File: config.mk
export PLATFORM = sky130hd
export DESIGN_NAME = eht_ram
export DESIGN_NICKNAME = d
export VERILOG_FILES = /design/src/hw/rtl/eht_ram.sv
export SDC_FILE = /design/constraint.sdc
export NUM_CORES = 1
export LEC_CHECK = 0
export BUFFER_PORTS_ARGS = -buffer_cell sky130_fd_sc_hd__buf_2
export CAP_MARGIN = 5
export CORE_ASPECT_RATIO = 0.7
export CORE_MARGIN = 3
export CORE_UTILIZATION = 45
export CTS_CLUSTER_DIAMETER = 30
export DETAILED_ROUTE_END_ITERATION = 10
export PLACE_DENSITY_LB_ADDON = 0.2
export SLEW_MARGIN = 40
export SYNTH_ARGS = -nofsm -noshare
export SYNTH_HDL_FRONTEND = slang
export SYNTH_SLANG_ARGS = --single-unit
File: constraint.sdc
create_clock -name clk -period 2.2 [get_ports clk]
set_input_delay 0.11 -clock clk [delete_from_list [all_inputs] [get_ports clk]]
set_output_delay 0.11 -clock clk [all_outputs]
set_load 0.01 [all_outputs]
File: src/hw/rtl/eht_ram.sv
// ----------------------------------------------------------------------------
// eht_ram
// Generic simple dual-port RAM: one write port, one registered read port.
// ----------------------------------------------------------------------------
module eht_ram #(
  parameter int WIDTH = 8,
  parameter int DEPTH = 64
) (
  input  logic                     clk,
  input  logic                     we,
  input  logic [$clog2(DEPTH)-1:0] waddr,
  input  logic [WIDTH-1:0]         wdata,
  input  logic [$clog2(DEPTH)-1:0] raddr,
  output logic [WIDTH-1:0]         rdata
);

  logic [WIDTH-1:0] mem [DEPTH];

  always_ff @(posedge clk) begin
    if (we) begin
      mem[waddr] <= wdata;
    end
    rdata <= mem[raddr];
  end

endmodule

---- Yosys cells after proc, flatten, opt, wreduce, memory -nomap -nowiden ----
Memories as Yosys holds them, arrays and structs flattened. A register that Yosys moved wholly into a read port is not among the register bits.
Cells that the tools add are included.
word-level totals
  register bits ........................... 0
  bits in latches ......................... 0
  memory bits (writable) .................. 512
  ROM bits ................................ 0
  output and inout bits ................... 8
  logic and storage cells ................. 3
  memories ................................ 1
cells by class
  add/sub/neg operators ................... 0
  multiply operators ...................... 0
  div/mod/pow operators ................... 0
  $lt $le $gt $ge ......................... 0
  equal/unequal tests ..................... 0
  shift-type cells ........................ 0
  mux-type cells .......................... 2
  bitwise operators ....................... 0
  reductions and logical operators ........ 0
memory list
  memory  depth  bits a word  read ports  clocked after memory_dff  write ports  RTL line  source
  mem     64     8            1           1                         1            17        logic [WIDTH-1:0] mem [DEPTH];
operators with widths
  operator  number
  $mux 1    2

---- Longest topological paths before layout ----
  word-level depth ........................ 2
  gate-level depth with buffers ........... 9
  depth with buffers taken out ............ 5

---- Least setup slack after synthesis ----
Ideal clock, no wire load.
  path type ............................... input to register
  from .................................... input raddr[1]
  to ...................................... register rdata[3] (read register of mem)
  setup time .............................. 0.128 ns
  arrival ................................. 1.650 ns
  required time ........................... 2.072 ns
  setup slack ............................. 0.422 ns
  cell stages on the path ................. 7
  path buffers ............................ 3
  path through ............................ buf_4 > buf_2 > buf_2 > mux4_2 > mux4_2 > o21ai_1 > o41ai_1
RTL lines
  what             RTL line  source
  start, declared  13        input logic [$clog2(DEPTH)-1:0] raddr,
  end, declared    14        output logic [WIDTH-1:0] rdata

==> flow_metrics.env <==
export IMPL_slowest_delay_ps=470
export IMPL_vias=10211
export IMPL_clockBufferDepth=3
export IMPL_period_share=0.969
export IMPL_grt_overflow=0
export IMPL_syn_avg_cell_area_sq_um=21.5
export IMPL_fin_crit_ps=2130
export IMPL_synth_area_sq_um=20200
export IMPL_yosys_top_cells_area="edfxtp_1, mux4_2, nor2_1"
export IMPL_die_h_microns=183
export IMPL_dp_cells=1643
export IMPL_p_comb_frac=0.045
export IMPL_status="completed"
export IMPL_drt_total_wl_mm=47.9
export IMPL_root_buffer="clkbuf_16"
export IMPL_maxCapViolCount=0
export IMPL_power_leakage_uw=0.00816
export IMPL_diodes=0
export IMPL_synth_most_common_cell="edfxtp_1"
export IMPL_vias_per_cell=5.68
export IMPL_ys_seq_area_frac=0.770
export IMPL_start_util=0.459
export IMPL_numClockSinks=520
export IMPL_synthTopCellsByCount="edfxtp_1, mux4_2, nor2_1"
export IMPL_worstPathCellList="mux4_2, mux2_2, o221a_2, nor3_1, o32ai_1"
export IMPL_first_pass_iters=6
export IMPL_fill_cells=3307
export IMPL_slew_viol_final=0
export IMPL_synthCells=940
export IMPL_peakVddDrop_mv=0.824
export IMPL_hpwlAfterDp_mm=30.6
export IMPL_seq_power_share=0.443
export IMPL_pwr_share_clk=0.512
export IMPL_drive_above_1_share=0.367
export IMPL_cts_tree="done"
export IMPL_wl_per_cell_microns=26.7
export IMPL_die_area_sq_um=47400
export IMPL_clkSlewWorstSetupHoldPaths_ps=60
export IMPL_die_w_microns=259
export IMPL_ys_warnings_count=0
export IMPL_async_flop_share=0
export IMPL_crit_type="register to register"
export IMPL_powerDensity_nw_per_um2=1010
export IMPL_hold_path_class="primary input to register"
export IMPL_drc=0
export IMPL_fp_coreArea_sq_um=44000
export IMPL_end_kind="register"
export IMPL_net_switching_power_uw=5380
export IMPL_cp_buffers_inverters=0
export IMPL_gp_congestion=0.832
export IMPL_synth_ff_type="edfxtp_1"
export IMPL_slew_headroom=0.498
export IMPL_grt_usage=0.208
export IMPL_grt_pass1_wl_mm=70.8
export IMPL_area_growth_syn_to_layout_pct=22.6
export IMPL_synth_top_cell_by_area="edfxtp_1"
export IMPL_cp_top_family="multiplexers"
export IMPL_drt_iter0_drc=1024
export IMPL_fp_row_count=64
export IMPL_grt_start_max_net_pins=65
export IMPL_grt_pass1_vias=10255
export IMPL_postRouteAntennaNets=0
export IMPL_numCtsBuffers=83
export IMPL_cp_required_ps=2660
export IMPL_fin_cells=1797
export IMPL_ys_seq_elements=520
export IMPL_fin_nets=1158
export IMPL_pre_cts_ws_ps=-236
export IMPL_dpl_cell_area_sq_um=21900
export IMPL_synth_edf_count=512
export IMPL_fin_area_sq_um=24700
export IMPL_clock_latency_ps=610
export IMPL_io_buffers=29
export IMPL_cpMaxStageDelayCell="mux4_2"
export IMPL_skew_ps=21.5
export IMPL_syn_nets=962
export IMPL_fmax_ghz=0.469
export IMPL_antenna_found_initial=0
export IMPL_p_sw_frac=0.216
export IMPL_htreeDepth=3
export IMPL_post_cts_buffers=0
export IMPL_worstPathArrival_ps=2590
export IMPL_hold_violations=0
export IMPL_tightest_slew_ps=753
export IMPL_worst_slack_ps=68.3
export IMPL_yosys_area_top_type_share=0.762
export IMPL_hold_worst_slack_ps=18.8
export IMPL_setup_viol=0
export IMPL_grt_setup_unrepaired="false"
export IMPL_internal_power_uw=19500
export IMPL_io_pins=30
export IMPL_worstPathMaxFanout=1
export IMPL_cp_start_kind="register"
export IMPL_ys_types=40
per-layer routing:
layer | GRT usage | vias to the layer above | part of all wire
met5 | 0 | - | 0
met4 | 0.0516 | 0 | 0.016
met3 | 0.0520 | 57 | 0.084
met2 | 0.287 | 410 | 0.43
met1 | 0.333 | 5379 | 0.47
li1 | - | 4365 | -
power groups by stage:
stage          clock, uW  combinational [uW]  sequential, uW
4_1_cts            12900                1130           11000
6_report           12700                1120           11000
5_1_grt            13500                1200           11000
3_5_place_dp           0                1120           11200
3_3_place_gp           0                1110           11200
2_1_floorplan          0                 584           11200
registers in the layout (all words and copies together) (netlist names):
name   cells
mem      512
rdata      8
final cells by class:
cell class	instances	area, sq um	share of cell area
Clock buffer	93	2170	0.0877
Clock inverter	59	629	0.0255
Multi-Input combinational cell	369	4330	0.175
Sequential cell	520	15500	0.629
Tap cell	594	743	0.0301
Timing Repair Buffer	162	1320	0.0532
cell families after synthesis:
family	after synthesis	share of synthesized area
AO/OA/AOI/OAI	54	0.0207
buffers and inverters	51	0.0157
flip-flops	520	0.770
multiplexers	162	0.159
AND/OR/NAND/NOR	153	0.0339
placed cells by master (no fill, tap or decap), types with 8 or more instances in the layout:
master	n
nand2_1	19
mux2i_1	23
nand3_1	13
clkbuf_16	85
mux4_2	126
mux2_2	13
buf_2	25
edfxtp_1	512
clkinv_2	14
o221ai_1	8
buf_4	122
buf_12	12
nor2b_1	14
clkinvlp_4	9
o22ai_1	8
clkinv_4	9
nor2_1	83
dfxtp_1	8
what timing repair did:
item | 4_1_cts | 5_1_grt
gates resized for setup | 1 | 1
endpoints found under the setup margin | 1 | 1
endpoints found under the hold margin | 7 | 0
hold buffers | 2 | 0
worst register-to-register path, stage by stage (launching register included):
cell	delay, ps
edfxtp_1	370
mux4_2	470
mux2_2	290
o221a_2	280
nor3_1	440
o32ai_1	150
stage by stage:
step	setup TNS (ps)	total power, uW	util
after detailed placement	-446	12300	0.498
after CTS	0	25100	0.562
after global routing	0	25700	0.562
after global placement	-621	12300	0.498
final	0	24800	0.562
after floorplan	0	11800	-
worst paths after layout:
| path | start | end | slack [ps] | cells past startpoint |
|---|---|---|---|---|
| worst min register to register | mem[27][6] | rdata[6] | 840 | 3 |
| worst max register to register | mem[28][6] | rdata[6] | 70 | 5 |
| worst max-delay path | mem[28][6] | rdata[6] | 70 | 5 |
| worst min-delay path | wdata[7] | mem[23][7] | 20 | 1 |
No activity file was read; power rests on OpenSTA's default activity.
